### src/hdl/swlqa_pkg.sv
// Shared types and constants of the windowed link-quality average.
package swlqa_pkg;

	localparam int AVG_W     = 32;
	localparam int CFG_W     = 8;
	localparam int CFG_IDX_W = 1;
	localparam int SHOWN_W   = 9;

	localparam logic [SHOWN_W-1:0] SHOWN_MAX = 9'd511;

	localparam logic [CFG_IDX_W-1:0] REG_LOUNGE_SIZE = 1'd0;
	localparam logic [CFG_IDX_W-1:0] REG_WINDOW_SIZE = 1'd1;

	localparam logic [CFG_W-1:0] LOUNGE_RESET = 8'd1;
	localparam logic [CFG_W-1:0] WINDOW_RESET = 8'd100;

	localparam logic MODE_FLUSH = 1'b1;

	typedef struct packed {
		logic        mode;
		logic [7:0]  probe;
		logic [15:0] seq_incoming;
		logic [15:0] seq_newest;
	} item_t;

	typedef struct packed {
		logic [SHOWN_W-1:0] average_value;
		logic               changed;
	} result_t;

	typedef enum logic [3:0] {
		ST_IDLE,
		ST_DECAY,
		ST_DECAY_WAIT,
		ST_ADD,
		ST_ADD_WAIT,
		ST_SHOW,
		ST_SHOW_WAIT,
		ST_FINISH
	} state_t;

endpackage

### src/hdl/swlqa_div.sv
// Bit-serial restoring divider: one quotient bit per cycle.
module swlqa_div #(
	parameter int DIV_W = 17
) (
	input  logic                        clk,
	input  logic                        arst_n,
	input  logic                        start,
	input  logic [swlqa_pkg::AVG_W-1:0] dividend,
	input  logic [DIV_W-1:0]            divisor,
	output logic                        busy,
	output logic                        done,
	output logic [swlqa_pkg::AVG_W-1:0] quotient
);
	import swlqa_pkg::*;

	localparam int CNT_W = $clog2(AVG_W + 1);

	logic [AVG_W-1:0] quot_q;
	logic [DIV_W-1:0] rem_q;
	logic [DIV_W-1:0] divisor_q;
	logic [CNT_W-1:0] cnt_q;
	logic             done_q;
	logic [DIV_W:0]   trial;
	logic [DIV_W:0]   diff;
	logic             fits;

	always_comb begin
		trial = {rem_q, quot_q[AVG_W-1]};
		diff  = trial - {1'b0, divisor_q};
		fits  = trial >= {1'b0, divisor_q};
	end

	always_ff @(posedge clk or negedge arst_n) begin
		if (!arst_n) begin
			cnt_q  <= '0;
			done_q <= 1'b0;
		end else begin
			done_q <= 1'b0;
			if (start) begin
				cnt_q <= CNT_W'(AVG_W);
			end else if (cnt_q != '0) begin
				cnt_q  <= cnt_q - 1'b1;
				done_q <= (cnt_q == CNT_W'(1));
			end
		end
	end

	always_ff @(posedge clk) begin
		if (start) begin
			quot_q    <= dividend;
			rem_q     <= '0;
			divisor_q <= divisor;
		end else if (cnt_q != '0) begin
			rem_q  <= fits ? diff[DIV_W-1:0] : trial[DIV_W-1:0];
			quot_q <= {quot_q[AVG_W-2:0], fits};
		end
	end

	assign busy     = (cnt_q != '0);
	assign done     = done_q;
	assign quotient = quot_q;

endmodule

### src/hdl/seqno_windowed_link_quality_average.sv
// Top level of the sequence-indexed link-quality moving average.
// One item at a time. A flush, or an update that leaves the record untouched, goes from
// acceptance straight to the finish state and from there into the output register. An update
// that acts runs a division for each decay step (stopping early once the average is zero) and
// closes the decay loop, then runs one for the probe addition unless the probe is zero, then one
// for the shown value, and then loads the output register. Every division runs through one shared
// bit-serial divider that produces one quotient bit per cycle over 32 bits. A gap of window_size
// or more clears the average and skips the decay loop. With window_size 255 an item can take up
// to 254 decay steps. The block is ready for the next item in the same cycle as the result
// appears, and a result still waiting downstream holds the block in its finish state.
module seqno_windowed_link_quality_average #(
	parameter int SCALE      = 100,
	parameter int MAX_LOUNGE = 10,
	parameter int MAX_WINDOW = 250,
	parameter int SEQ_BITS   = 16
) (
	input  logic                            clk,
	input  logic                            arst_n,
	input  logic                            item_valid,
	output logic                            item_ready,
	input  swlqa_pkg::item_t                item,
	output logic                            result_valid,
	input  logic                            result_ready,
	output swlqa_pkg::result_t              result,
	input  logic                            cfg_valid,
	output logic                            cfg_ready,
	input  logic [swlqa_pkg::CFG_IDX_W-1:0] cfg_index,
	input  logic [swlqa_pkg::CFG_W-1:0]     cfg_data
);
	import swlqa_pkg::*;

	localparam int SCALE_W = $clog2(SCALE + 1);
	localparam int DIV_W   = (SCALE_W > CFG_W) ? SCALE_W : CFG_W;
	localparam logic [SEQ_BITS-1:0] FLUSH_BACK = SEQ_BITS'(MAX_LOUNGE + MAX_WINDOW + 1);

	state_t state_q, state_d;

	logic [CFG_W-1:0]    lounge_q;
	logic [CFG_W-1:0]    window_q;
	logic [AVG_W-1:0]    avg_q;
	logic [SEQ_BITS-1:0] cleared_q;
	logic [SHOWN_W-1:0]  shown_q;
	logic [CFG_W-1:0]    weight_q;
	logic [7:0]          probe_q;
	logic [CFG_W-1:0]    cnt_q;
	result_t             res_q;
	logic                result_valid_q;
	result_t             result_q;

	logic [SEQ_BITS-1:0] seq_in;
	logic [SEQ_BITS-1:0] seq_max;
	logic [SEQ_BITS-1:0] upd;
	logic [SEQ_BITS-1:0] offset;
	logic [SEQ_BITS-1:0] lead;
	logic                act;
	logic                wide_gap;
	logic [CFG_W-1:0]    weight;
	logic                div_start;
	logic                div_busy;
	logic                div_done;
	logic [AVG_W-1:0]    div_dividend;
	logic [DIV_W-1:0]    div_divisor;
	logic [AVG_W-1:0]    div_quot;
	logic [AVG_W:0]      sum;
	logic [SHOWN_W-1:0]  shown_sat;
	logic                out_free;

	always_comb begin
		seq_in   = SEQ_BITS'(item.seq_incoming);
		seq_max  = SEQ_BITS'(item.seq_newest);
		lead     = seq_max - cleared_q;
		act      = (item.probe != '0) || (lead > SEQ_BITS'(lounge_q));
		upd      = (item.probe != '0) ? seq_in : (seq_max - SEQ_BITS'(lounge_q));
		offset   = upd - cleared_q;
		wide_gap = offset >= SEQ_BITS'(window_q);
		weight   = (window_q[CFG_W-1:1] == '0) ? CFG_W'(1) : CFG_W'(window_q[CFG_W-1:1]);
		sum      = {1'b0, avg_q} + {1'b0, div_quot};
		shown_sat = (div_quot > AVG_W'(SHOWN_MAX)) ? SHOWN_MAX : div_quot[SHOWN_W-1:0];
		out_free = !result_valid_q || result_ready;
		div_dividend = (state_q == ST_ADD) ? (AVG_W'(probe_q) * AVG_W'(SCALE)) : avg_q;
		div_divisor  = (state_q == ST_SHOW) ? DIV_W'(SCALE) : DIV_W'(weight_q);
	end

	always_ff @(posedge clk or negedge arst_n) begin
		if (!arst_n) begin
			state_q <= ST_IDLE;
		end else begin
			state_q <= state_d;
		end
	end

	always_comb begin
		state_d    = state_q;
		div_start  = 1'b0;
		item_ready = 1'b0;
		unique case (state_q)
			ST_IDLE: begin
				item_ready = 1'b1;
				if (item_valid) begin
					if (item.mode == MODE_FLUSH || !act) begin
						state_d = ST_FINISH;
					end else if (wide_gap) begin
						state_d = ST_ADD;
					end else begin
						state_d = ST_DECAY;
					end
				end
			end
			ST_DECAY: begin
				if (cnt_q == '0 || avg_q == '0) begin
					state_d = ST_ADD;
				end else begin
					div_start = 1'b1;
					state_d   = ST_DECAY_WAIT;
				end
			end
			ST_DECAY_WAIT: begin
				if (div_done) begin
					state_d = ST_DECAY;
				end
			end
			ST_ADD: begin
				if (probe_q == '0) begin
					state_d = ST_SHOW;
				end else begin
					div_start = 1'b1;
					state_d   = ST_ADD_WAIT;
				end
			end
			ST_ADD_WAIT: begin
				if (div_done) begin
					state_d = ST_SHOW;
				end
			end
			ST_SHOW: begin
				div_start = 1'b1;
				state_d   = ST_SHOW_WAIT;
			end
			ST_SHOW_WAIT: begin
				if (div_done) begin
					state_d = ST_FINISH;
				end
			end
			ST_FINISH: begin
				if (out_free) begin
					state_d = ST_IDLE;
				end
			end
			default: begin
				state_d = ST_IDLE;
			end
		endcase
	end

	always_ff @(posedge clk or negedge arst_n) begin
		if (!arst_n) begin
			lounge_q       <= LOUNGE_RESET;
			window_q       <= WINDOW_RESET;
			avg_q          <= '0;
			cleared_q      <= '0;
			shown_q        <= '0;
			result_valid_q <= 1'b0;
		end else begin
			if (cfg_valid) begin
				unique case (cfg_index)
					REG_LOUNGE_SIZE: lounge_q <= cfg_data;
					REG_WINDOW_SIZE: window_q <= cfg_data;
				endcase
			end
			if (state_q == ST_FINISH && out_free) begin
				result_valid_q <= 1'b1;
			end else if (result_valid_q && result_ready) begin
				result_valid_q <= 1'b0;
			end
			unique case (state_q)
				ST_IDLE: begin
					if (item_valid) begin
						if (item.mode == MODE_FLUSH) begin
							avg_q     <= '0;
							shown_q   <= '0;
							cleared_q <= cleared_q - FLUSH_BACK;
						end else if (act) begin
							cleared_q <= upd;
							if (wide_gap) begin
								avg_q <= '0;
							end
						end
					end
				end
				ST_DECAY_WAIT: begin
					if (div_done) begin
						avg_q <= avg_q - div_quot;
					end
				end
				ST_ADD_WAIT: begin
					if (div_done) begin
						avg_q <= sum[AVG_W] ? '1 : sum[AVG_W-1:0];
					end
				end
				ST_SHOW_WAIT: begin
					if (div_done) begin
						shown_q <= shown_sat;
					end
				end
				default: begin
				end
			endcase
		end
	end

	always_ff @(posedge clk) begin
		unique case (state_q)
			ST_IDLE: begin
				weight_q <= weight;
				probe_q  <= item.probe;
				cnt_q    <= offset[CFG_W-1:0];
				if (item.mode == MODE_FLUSH) begin
					res_q <= '{average_value: '0, changed: 1'b1};
				end else begin
					res_q <= '{average_value: shown_q, changed: 1'b0};
				end
			end
			ST_DECAY_WAIT: begin
				if (div_done) begin
					cnt_q <= cnt_q - 1'b1;
				end
			end
			ST_SHOW_WAIT: begin
				if (div_done) begin
					res_q <= '{average_value: shown_sat, changed: 1'b1};
				end
			end
			ST_FINISH: begin
				if (out_free) begin
					result_q <= res_q;
				end
			end
			default: begin
			end
		endcase
	end

	swlqa_div #(
		.DIV_W(DIV_W)
	) u_div (
		.clk      (clk),
		.arst_n   (arst_n),
		.start    (div_start),
		.dividend (div_dividend),
		.divisor  (div_divisor),
		.busy     (div_busy),
		.done     (div_done),
		.quotient (div_quot)
	);

	assign cfg_ready    = 1'b1;
	assign result_valid = result_valid_q;
	assign result       = result_q;

	a_busy_after_accept: assert property (@(posedge clk) disable iff (!arst_n)
		item_valid && item_ready |=> !item_ready)
		else $error("item taken while previous item in progress");

	a_start_when_free: assert property (@(posedge clk) disable iff (!arst_n)
		div_start |-> !div_busy)
		else $error("divider started while busy");

	a_idle_div_quiet: assert property (@(posedge clk) disable iff (!arst_n)
		state_q == ST_IDLE |-> !div_busy)
		else $error("divider running while idle");

endmodule
### config.mk
export PLATFORM = sky130hd
export DESIGN_NAME = seqno_windowed_link_quality_average
export DESIGN_NICKNAME = d
export VERILOG_FILES = /design/src/hdl/swlqa_pkg.sv /design/src/hdl/swlqa_div.sv /design/src/hdl/seqno_windowed_link_quality_average.sv
export SDC_FILE = /design/constraint.sdc
export NUM_CORES = 1
export LEC_CHECK = 0
export CELL_PAD_IN_SITES_DETAIL_PLACEMENT = 1
export CELL_PAD_IN_SITES_GLOBAL_PLACEMENT = 2
export CORE_MARGIN = 10
export CORE_UTILIZATION = 44
export CTS_CLUSTER_SIZE = 25
export DETAILED_ROUTE_END_ITERATION = 10
export DONT_BUFFER_PORTS = 1
export GPL_ROUTABILITY_DRIVEN = 1
export GPL_TIMING_DRIVEN = 0
export PLACE_DENSITY_LB_ADDON = 0.3
export SLEW_MARGIN = 10
export SYNTH_ARGS = -nofsm -noshare
export SYNTH_HDL_FRONTEND = slang
export SYNTH_SLANG_ARGS = --single-unit
### constraint.sdc
create_clock -name clk -period 12.51 [get_ports clk]
set_input_delay 2.502 -clock clk [delete_from_list [all_inputs] [get_ports clk]]
set_output_delay 2.502 -clock clk [all_outputs]
set_load 0.005 [all_outputs]
==> results.txt, run 1 <==
EDFF count, synth - 82
Yosys top cell by area - edfxtp_1
Worst EP arrival - 8380 ps
WL met3 - 2.080 mm
Congestion Overflow GR - 0
most frequent cells in the layout - ha_1 (161), o21ai_0 (154), inv_1 (151)
DP Area - 0.01516 mm2
initial drt markers - 822
Antenna Violating Nets Remaining - 0
Slew headroom - 27.94%
HPWL Detailed - 38.65 mm
Final Hold Vio Count - 0
post-synth top area share - 16.92%
Starting Density - 44.62%
worst slew pin tran - 1073 ps
Top Layer Used - met4
Tightest Hold Check Type - flop to flop
Required @ worst endpoint - 12880 ps
Clock Pin Slew Worst Setup and Hold Paths - 70 ps
CP Max Fanout - 10
setup tns final - 0 ps
CP Launch Type - input port
post-CTS setup buffer count - 0
Max Slew Vio Count - 0
Syn Inst Count - 1707
average cell area after synthesis - 8.527 um2
status - finished, final reports clean
post-route cell area - 0.01578 mm2
chip width - 201.9 um
Top FF cell, synth - edfxtp_1
H-Tree Depth - 4
synthesized flop and latch total - 174
Worst Setup End Kind - flop
Final Cycle Share - 64.00%
CTS tree - done
first-pass GRT wire length - 77.97 mm
commonest non-fill, non-tap cell in the layout - ha_1
PwrDens - 331.2 mW/mm2
Synth cell types - 89
Leakage - 6.640 nW
Layout Nets - 1954
routed length on met1 - 21.82 mm
layout cells sized above 1 - 4.994%
Die ar. - 0.04076 mm2
gr usage total - 23.90%
cts repair resizes - 0
PortBufs - 0
clock sink count - 174
Syn-to-layout area delta - 8.390%
Synthesis Warnings - 0
largest net degree at the start of global routing - 85
Cell Area, Synth - 0.01456 mm2
number of setup violations in the final report - 0
DRC viols - 0
final setup margin - 4503 ps
TritonCTS Buffers - 17
final total power - 5.226 mW
async set-reset flop share out of synthesis - 48.28%
clk root buf - clkbuf_16
critical path class - input port to flop
RSZ-0062 raised after global routing - no
CORE AREA - 0.03262 mm2
final wirelength - 49.53 mm
TritonRoute pass-1 iters - 5
Avg WL per Cell - 22.68 um
via count - 13370
CTS max path bufs - 2
max-cap violations - 0
FP Rows - 66
Setup WS pre-CTS - 4055 ps
IO Pins - 68
VDD IR-drop max - 148.1 uV
vias in the first global route - 13940
initial antenna violation count - 0
syn_nets - 1932
Clock Skews - 21.39 ps
dominant cells by area after synthesis - edfxtp_1 (17%), ha_1 (14%), dfrtp_1 (14%), o21ai_0 (5.3%), a21oi_1 (4.2%)
final RePlAce weighted congestion - 0.9441
Via density - 6.121
sequential element share of the synthesized area - 32.49%
n_diodes - 0
Post-CTS Hold Buffers - 0
fmax - 124.9 MHz
Die Ht - 201.9 um
Clock Latency Late Sink - 470 ps
minimum clock period - 8007 ps
met2 wire length - 24.29 mm
Final Util - 48.37%
[kinds of logic (layout without fill, tap and decap cells)]
kind of cell | Yosys count | after routing | share of synthesized area [%]
muxes | 18 | 18 | 1.367
buffers and inverters | 227 | 262 | 6.069
xor gates and xnor gates | 47 | 47 | 2.923
DFF | 174 | 174 | 32.49
other | 1 | 1 | 0.02576
AOI/OAI and AO/OA | 585 | 585 | 26.31
and+or+nand+nor | 485 | 485 | 15.73
adders and majority gates | 170 | 170 | 15.08
[Yosys cell counts (12+ instances only)]
| cell | n |
|---|---|
| ha_1 | 161 |
| o21ai_0 | 154 |
| inv_1 | 151 |
| nand2_1 | 148 |
| nor2_1 | 146 |
| a21oi_1 | 121 |
| edfxtp_1 | 82 |
| dfrtp_1 | 80 |
| clkbuf_1 | 62 |
| a31oi_1 | 46 |
| nor3_1 | 36 |
| a21o_1 | 34 |
| xnor2_1 | 33 |
| a211oi_1 | 28 |
| nor4_1 | 27 |
| nand2b_1 | 25 |
| o21bai_1 | 22 |
| o211ai_1 | 20 |
| nor2b_1 | 18 |
| o22ai_1 | 18 |
| a221o_1 | 17 |
| nand3_1 | 17 |
| o31ai_1 | 16 |
| o21a_1 | 14 |
| xor2_1 | 13 |
| nand4_1 | 12 |
[path summary, 6_finish.rpt]
kind | start | cells past startpoint | to | slack, ps
max reg2reg | lounge_q[0] | 23 | avg_q[28] | 6080
max in group asynchronous | arst_n | 0 | lounge_q[0] | 10460
min reg2reg | res_q[4] | 0 | result[4] | 420
min in group asynchronous | arst_n | 0 | avg_q[24] | 1740
min | res_q[4] | 0 | result[4] | 420
max | item[0] | 24 | avg_q[28] | 4500
[stage by stage]
stage               hold slack, ps  std cells
floorplan                    400.3       1707
global placement             401.6       2149
detailed placement           405.2       2152
CTS                          418.6       2184
global route                 427.9       2184
finish                       419.0       2184
[routing by layer]
| metal | vias up | global-route usage (%) |
|---|---|---|
| met3 | 72 | 3.678 |
| met1 | 6712 | 29.81 |
| met5 | - | 0 |
| li1 | 6293 | - |
| met2 | 291 | 41.10 |
| met4 | 0 | 8.295 |
[critical path: stages]
cell and delay [ps]:
inv_1 70, ha_1 170, inv_1 50, fa_1 390, a21o_1 180, a21oi_1 210, o21bai_1 90, a21o_1 210
a21oi_1 360, o21bai_1 160, xor2_1 160, o21ai_0 380, ha_1 370, and2_1 220, a41o_1 250, a41oi_1 390
a31oi_1 180, mux2i_1 150, a31oi_1 350, o31ai_2 130, a311oi_2 540, clkbuf_1 580, nor2_1 120, a21oi_1 160
[power by group]
| group | internal [mW] | leakage (nW) | switching (mW) |
|---|---|---|---|
| clock | 0.310 | 0.301 | 0.265 |
| combinational | 1.30 | 4.47 | 2.18 |
| sequential | 0.911 | 1.87 | 0.260 |
| total | 2.52 | 6.64 | 2.71 |
[state kept, by name, summed over array words and instances, names as in the netlist, 8 cells and up]
register	count
cnt_q	8
lounge_q	8
window_q	8
avg_q	32
shown_q	9
probe_q	8
u_div.rem_q	8
result	10
u_div.quotient	32
res_q	10
cleared_q	16
[cell type report]
| cell class | count | area, um2 |
|---|---|---|
| fill | 3908 | 16840 |
| buffer | 75 | 312.8 |
| inverter | 152 | 570.5 |
| clock inverter | 10 | 107.6 |
| multi-input combinational | 1306 | 8964 |
| tap | 442 | 553.0 |
| sequential | 174 | 4730 |
| timing repair buffer | 3 | 42.54 |
| clock buffer | 22 | 496.7 |
(Power assumes the default switching activity.)
==> inputs of run 2 (changes only) <==
- ABC_AREA: default -> 1
- CORE_UTILIZATION: 44 -> 34
- clock period: 12.51 -> 7.3 ns (I/O delays scaled with it)
==> run 2 against run 1 <==
  * Total power grew 49%
  * Synthesized cell count grew 35%
  * Routed wire length grew 21%
  * Register-to-register slack lost 3900 ps
==> results.txt, run 2 <==
status - finished, final reports clean (unchanged)
Final Cycle Share - 83.55%
IO Pins - 68 (unchanged)
Antenna Violating Nets Remaining - 0 (unchanged)
switching pwr - 4.212 mW (was 2.707 mW)
async set-reset flop share out of synthesis - 48.28% (unchanged)
Via density - 5.320 (was 6.121)
Clock Skews - 15.05 ps (was 21.39 ps)
Sw Ratio - 54.02% (was 51.81%)
final wirelength - 59.84 mm (was 49.53 mm)
Yosys top cell by area - edfxtp_1 (unchanged)
EDFF count, synth - 82 (unchanged)
initial antenna violation count - 0 (unchanged)
first-pass GRT wire length - 93.19 mm (was 77.97 mm)
vias in the first global route - 15880 (was 13940)
setup tns final - 0 ps (unchanged)
Synth cell types - 56 (was 89)
TritonCTS Buffers - 17 (unchanged)
Worst EP arrival - 6470 ps (was 8380 ps)
layout cells sized above 1 - 3.815% (was 4.994%)
Required @ worst endpoint - 7670 ps (was 12880 ps)
R2R depth - 26 (was 23)
gr usage total - 21.02% (was 23.90%)
chip width - 237.1 um (was 201.9 um)
Die ar. - 0.05621 mm2 (was 0.04076 mm2)
Avg WL per Cell - 20.35 um (was 22.68 um)
fmax - 164.0 MHz
Slew headroom - 38.60% (was 27.94%)
dominant cells by area after synthesis - edfxtp_1 (15%), ha_1 (13%), dfrtp_1 (12%), nand2_1 (12%), inv_1 (7.8%) (was edfxtp_1 (17%), ha_1 (14%), dfrtp_1 (14%), o21ai_0 (5.3%), a21oi_1 (4.2%))
Clock Latency Late Sink - 480 ps (was 470 ps)
FP Rows - 79 (was 66)
Clock Power Share - 12.2% (was 11.0%)
post-synth top area share - 15.37% (was 16.92%)
Synthesis Warnings - 0 (unchanged)
Worst path most repeated cell - nand2_1 (was a21oi_1)
CORE AREA - 0.04656 mm2 (was 0.03262 mm2)
Gate power share - 65.7% (was 66.6%)
synthesized flop and latch total - 174 (unchanged)
Critical path origin - item[37] (was item[0])
Congestion Overflow GR - 0 (unchanged)
post-CTS setup buffer count - 0 (unchanged)
average cell area after synthesis - 6.967 um2 (was 8.527 um2)
Setup WS pre-CTS - 598.5 ps (was 4055 ps)
Fin Hold WS - 427.9 ps (was 419.0 ps)
syn_nets - 2525 (was 1932)
critical path class - input port to flop (unchanged)
reg2reg end - avg_q[19] (was avg_q[28])
clock sink count - 174 (unchanged)
Worst Setup EP - avg_q[19] (was avg_q[28])
Max Slew Vio Count - 0 (unchanged)
CP Max Fanout - 10 (unchanged)
CTS max path bufs - 2 (unchanged)
Post-CTS Hold Buffers - 0 (unchanged)
H-Tree Depth - 4 (unchanged)
Clock Pin Slew Worst Setup and Hold Paths - 80 ps (was 70 ps)
r2r setup slk - 2140 ps (was 6080 ps)
number of setup violations in the final report - 0 (unchanged)
CTS tree - done (unchanged)
CP top delay family - simple AND/OR/NAND/NOR gates (was compound AO/OA/AOI/OAI gates)
worst slew pin tran - 914.9 ps (was 1073 ps)
Reg2Reg Launch Point - lounge_q[0] (unchanged)
DRC viols - 0 (unchanged)
PwrDens - 448.3 mW/mm2 (was 331.2 mW/mm2)
Worst Setup End Kind - flop (unchanged)
cts repair resizes - 0 (unchanged)
Top FF cell, synth - edfxtp_1 (unchanged)
Levels on crit path - 25 (was 24)
Tightest Hold Check Type - flop to flop (unchanged)
RSZ-0062 raised after global routing - no (unchanged)
Starting Density - 34.42% (was 44.62%)
commonest non-fill, non-tap cell in the layout - nand2_1 (was ha_1)
Syn Inst Count - 2300 (was 1707)
TritonRoute pass-1 iters - 5 (unchanged)
WP buf/inv - 4 (was 3)
PortBufs - 0 (unchanged)
fillers - 5871 (was 3908)
final setup margin - 1201 ps (was 4503 ps)
minimum clock period - 6099 ps
sequential element share of the synthesized area - 29.52% (was 32.49%)
initial drt markers - 928 (was 822)
clk root buf - clkbuf_16 (unchanged)
max-cap violations - 0 (unchanged)
Final Hold Vio Count - 0 (unchanged)
final total power - 7.797 mW (was 5.226 mW)
largest net degree at the start of global routing - 85 (unchanged)
most numerous cell in the Yosys netlist - nand2_1 (was ha_1)
n_diodes - 0 (unchanged)
VDD IR-drop max - 193.4 uV (was 148.1 uV)
Crit path largest cell delay - 480 ps (was 580 ps)
CP Launch Type - input port (unchanged)
sequential share of power - 22.1% (was 22.4%)
HPWL Detailed - 49.60 mm (was 38.65 mm)
Die Ht - 237.1 um (was 201.9 um)
final RePlAce weighted congestion - 0.9500 (was 0.9441)
Cell Area, Synth - 0.01602 mm2 (was 0.01456 mm2)
Syn-to-layout area delta - 8.550% (was 8.390%)
via count - 15640 (was 13370)
Pint - 3.585 mW (was 2.518 mW)
slowest stage cell, crit path - clkbuf_1 (unchanged)
most frequent cells in the layout - nand2_1 (531), inv_1 (331), nor2_1 (209) (was ha_1 (161), o21ai_0 (154), inv_1 (151))
synth cell count leaders - nand2_1 (532), inv_1 (331), nor2_1 (210) (was ha_1 (161), o21ai_0 (154), inv_1 (151))
Layout Nets - 2545 (was 1954)
Leakage - 8.568 nW (was 6.640 nW)
-- run 2: changes by cell type in the layout (fill, tap and decap cells not counted), sizes merged, moves of 33 or more --
cell   previous run  this run
o21ai           157       190
nand4            12        62
nor2            146       213
a31oi            46        10
nand2           148       533
inv             159       337
nand3            17       166
-- run 2: layout make-up --
| class | count | area, um2 | share of cell area (%) |
|---|---|---|---|
| buffer | 68 | 314.1 | 1.805 |
| clock buffer | 18 | 439.2 | 2.525 |
| clock inverter | 14 | 141.4 | 0.8128 |
| inverter | 340 | 1276 | 7.337 |
| multi-input combinational | 1718 | 9714 | 55.85 |
| sequential | 174 | 4730 | 27.19 |
| tap | 607 | 759.5 | 4.366 |
| timing repair buffer | 1 | 20.02 | 0.1151 |
-- run 2: power groups by stage --
stage	registers (mW)	clock network (mW)	logic, mW
global route	1.77	1.00	5.79
floorplan	1.64	0	3.59
CTS	1.73	0.970	5.10
finish	1.73	0.949	5.12
global placement	1.73	0	4.92
detailed placement	1.74	0	5.06
-- run 2: logic make-up (layout without fill, tap and decap cells) --
family,count (synthesis),count (layout),synth area share [%]
other,1,1,0.02340
flip-flops,174,174,29.52
XOR/XNOR,59,59,3.225
AND/OR/NAND/NOR,1042,1042,28.01
adder cells (fa/ha/maj),170,170,13.70
multiplexers,1,1,0.06247
AO/OA/AOI/OAI,445,445,15.55
buffers and inverters,408,441,9.924
-- run 2: worst min-delay path by stage --
stage | from | end | slack, ps | cells after the start
finish | res_q[3] | result[3] | 430 | 0
global route | res_q[5] | result[5] | 440 | 0
CTS | res_q[5] | result[5] | 430 | 0
detailed placement | res_q[6] | result[6] | 410 | 0
global placement | res_q[6] | result[6] | 410 | 0
floorplan | res_q[0] | result[0] | 400 | 0
-- run 2: per-stage QoR --
| step | cells | cell area (um2) | utilization [%] |
|---|---|---|---|
| global placement | 2907 | 16780 | 36.05 |
| global route | 2940 | 17390 | 37.36 |
| CTS | 2940 | 17390 | 37.36 |
| finish | 2940 | 17390 | 37.36 |
| floorplan | 2300 | 16020 | - |
| detailed placement | 2908 | 16810 | 36.11 |
-- run 2: per-layer routing --
metal  wire, um  part of all wire [%]  vias to the layer above  GRT usage (%)
li1           -                     -                     7678              -
met1      29290                    49                     7648          29.13
met2      27240                    46                      272          33.79
met3       2376                   4.0                       42          2.813
met4        927                   1.5                        0          4.980
met5          0                     0                        -              0
-- run 2: worst register-to-register path, delay by kind of cell (launching register included) --
| family | cells | cell delay [ps] |
|---|---|---|
| and+or+nand+nor | 14 | 1600 |
| adders and majority gates | 4 | 1220 |
| xor gates and xnor gates | 2 | 340 |
| buffers and inverters | 2 | 340 |
| DFF | 1 | 570 |
| AOI/OAI and AO/OA | 4 | 980 |
==> inputs of run 3 (changes only) <==
- ABC_AREA: 1 -> 0
- CORE_UTILIZATION: 34 -> 41
- clock period: 7.3 -> 5.75 ns (I/O delays scaled with it)
==> run 3 against run 2 <==
  * Combinational power grew 52%
  * Setup slack lost 1100 ps
  * Flip-flop and latch count is the same
  * Cell area shrank 7.4%
  * Final cell count shrank 25%
  * Sequential share of layout area grew 2.2 points
  * Clock skew shrank 2.8 ps
  * Critical path type unchanged
  * Largest power group unchanged
==> results.txt, run 3 (synthesis gave the netlist of run 1 again) <==
Antenna Violating Nets Remaining - 0 (unchanged)
IO Pins - 68 (unchanged)
chip width - 208.4 um (was 237.1 um)
Required @ worst endpoint - 6050 ps (was 7670 ps)
clk root buf - clkbuf_16 (unchanged)
most frequent cells in the layout - ha_1 (156), inv_1 (148), nand2_1 (146) (was nand2_1 (531), inv_1 (331), nor2_1 (209))
Worst EP arrival - 5920 ps (was 6470 ps)
n_diodes - 0 (unchanged)
Crit path largest cell delay - 540 ps (was 480 ps)
CP Launch Type - input port (unchanged)
Avg WL per Cell - 22.60 um (was 20.35 um)
WP buf/inv - 3 (was 4)
Post-CTS Hold Buffers - 0 (unchanged)
Syn-to-layout area delta - 10.69% (was 8.550%)
initial drt markers - 989 (was 928)
Die ar. - 0.04344 mm2 (was 0.05621 mm2)
Via density - 6.095 (was 5.320)
Worst Setup End Kind - flop (unchanged)
layout cells sized above 1 - 8.105% (was 3.815%)
final wirelength - 49.88 mm (was 59.84 mm)
final RePlAce weighted congestion - 0.9087 (was 0.9500)
commonest non-fill, non-tap cell in the layout - ha_1 (was nand2_1)
status - finished, final reports clean (unchanged)
worst slew pin tran - 1210 ps (was 914.9 ps)
Clock Skews - 12.25 ps (was 15.05 ps)
VDD IR-drop max - 288.9 uV (was 193.4 uV)
Finished Layout Cells - 2207 (was 2940)
Final Cycle Share - 97.85%
Leakage - 6.721 nW (was 8.568 nW)
Clock Latency Late Sink - 460 ps (was 480 ps)
CP top delay family - compound AO/OA/AOI/OAI gates (was simple AND/OR/NAND/NOR gates)
first-pass GRT wire length - 77.56 mm (was 93.19 mm)
Slew headroom - 19.19% (was 38.60%)
PwrDens - 715.8 mW/mm2 (was 448.3 mW/mm2)
max-cap violations - 0 (unchanged)
Final Util - 46.30% (was 37.36%)
Die Ht - 208.4 um (was 237.1 um)
CP cell instances - clkinvlp_4 -> ha_1 -> inv_1 -> fa_2 -> a21o_1 -> a21oi_2 -> o21bai_1 -> a21o_1 -> a21oi_2 -> o21bai_2 -> xor2_1 -> o21ai_2 -> ha_4 -> and2_4 -> a41o_1 -> a41oi_2 -> a21oi_2 -> xor2_1 -> or4_4 -> o31ai_4 -> a311oi_4 -> buf_4 -> nor2_1 -> a31oi_2
Final Hold Vio Count - 0 (unchanged)
HPWL Detailed - 38.25 mm (was 49.60 mm)
Worst path most repeated cell - a21oi_2 (was nand2_1)
fmax - 177.7 MHz
CTS max path bufs - 2 (unchanged)
Setup WS pre-CTS - -1272 ps (was 598.5 ps)
number of setup violations in the final report - 0 (unchanged)
CTS tree - done (unchanged)
gr usage total - 22.31% (was 21.02%)
minimum clock period - 5626 ps
final total power - 11.53 mW (was 7.797 mW)
critical path class - input port to flop (unchanged)
H-Tree Depth - 4 (unchanged)
Post-Place Cells - 2165 (was 2908)
Max Slew Vio Count - 0 (unchanged)
Congestion Overflow GR - 0 (unchanged)
PortBufs - 0 (unchanged)
Tightest Hold Check Type - input port to async pin (was flop to flop)
vias in the first global route - 13850 (was 15880)
initial antenna violation count - 0 (unchanged)
CP Max Fanout - 10 (unchanged)
slowest stage cell, crit path - or4_4 (was clkbuf_1)
Clock Pin Slew Worst Setup and Hold Paths - 80 ps (about the same)
TritonCTS Buffers - 17 (unchanged)
post-route cell area - 0.01611 mm2 (was 0.01739 mm2)
Layout Nets - 1964 (was 2545)
via count - 13450 (was 15640)
clock sink count - 174 (unchanged)
CORE AREA - 0.03480 mm2 (was 0.04656 mm2)
final setup margin - 123.8 ps (was 1201 ps)
largest net degree at the start of global routing - 85 (unchanged)
DP Area - 0.01519 mm2 (was 0.01681 mm2)
FP Rows - 68 (was 79)
TritonRoute pass-1 iters - 5 (unchanged)
Starting Density - 41.83% (was 34.42%)
DRC viols - 0 (unchanged)
## run 3: timing repair
| action | in CTS | in global routing |
|---|---|---|
| setup buffers | 6 | 5 |
| endpoints found under the setup margin | 33 | 32 |
| pin swaps | 3 | 14 |
| cloned | 1 | 0 |
| resized for setup | 23 | 34 |
## run 3: area by class of cell
class / count / area (um2)
Fill cell: 4151 / 18690
Multi-Input combinational cell: 1306 / 9193
Sequential cell: 174 / 4730
Inverter: 152 / 578.1
Tap cell: 455 / 569.3
Clock buffer: 17 / 425.4
Buffer: 73 / 316.6
Clock inverter: 15 / 172.7
Timing Repair Buffer: 15 / 126.4
## run 3: worst paths after layout
path,cells past startpoint,slack [ps],start,to
worst max register to register,23,330,lounge_q[0],avg_q[25]
worst max-delay path,24,120,item[0],avg_q[25]
max in group asynchronous,0,5120,arst_n,window_q[6]
worst min register to register,0,430,res_q[3],result[3]
worst min-delay path,0,380,arst_n,avg_q[15]
min in group clk,0,430,res_q[3],result[3]
## run 3: power by group
| group | switching [mW] | internal (mW) |
|---|---|---|
| Sequential | 0.559 | 1.98 |
| Combinational | 4.84 | 2.92 |
| Clock | 0.610 | 0.623 |
| Total | 6.01 | 5.52 |
## run 3: layer usage
layer,vias up,global-route usage [%],part of all wire [%]
li1,6311,-,-
met1,6761,26.90,43
met2,309,39.02,50
met3,71,3.624,4.2
met4,0,8.169,2.7
met5,-,0,0
## run 3: per-stage QoR
stage / setup TNS (ps) / hold WS [ps]
floorplan: 0 / 400.3
global placement: -37970 / 405.7
detailed placement: -37620 / 408.2
CTS: 0 / 356.3
global route: -37.55 / 356.6
finish: 0 / 379.7
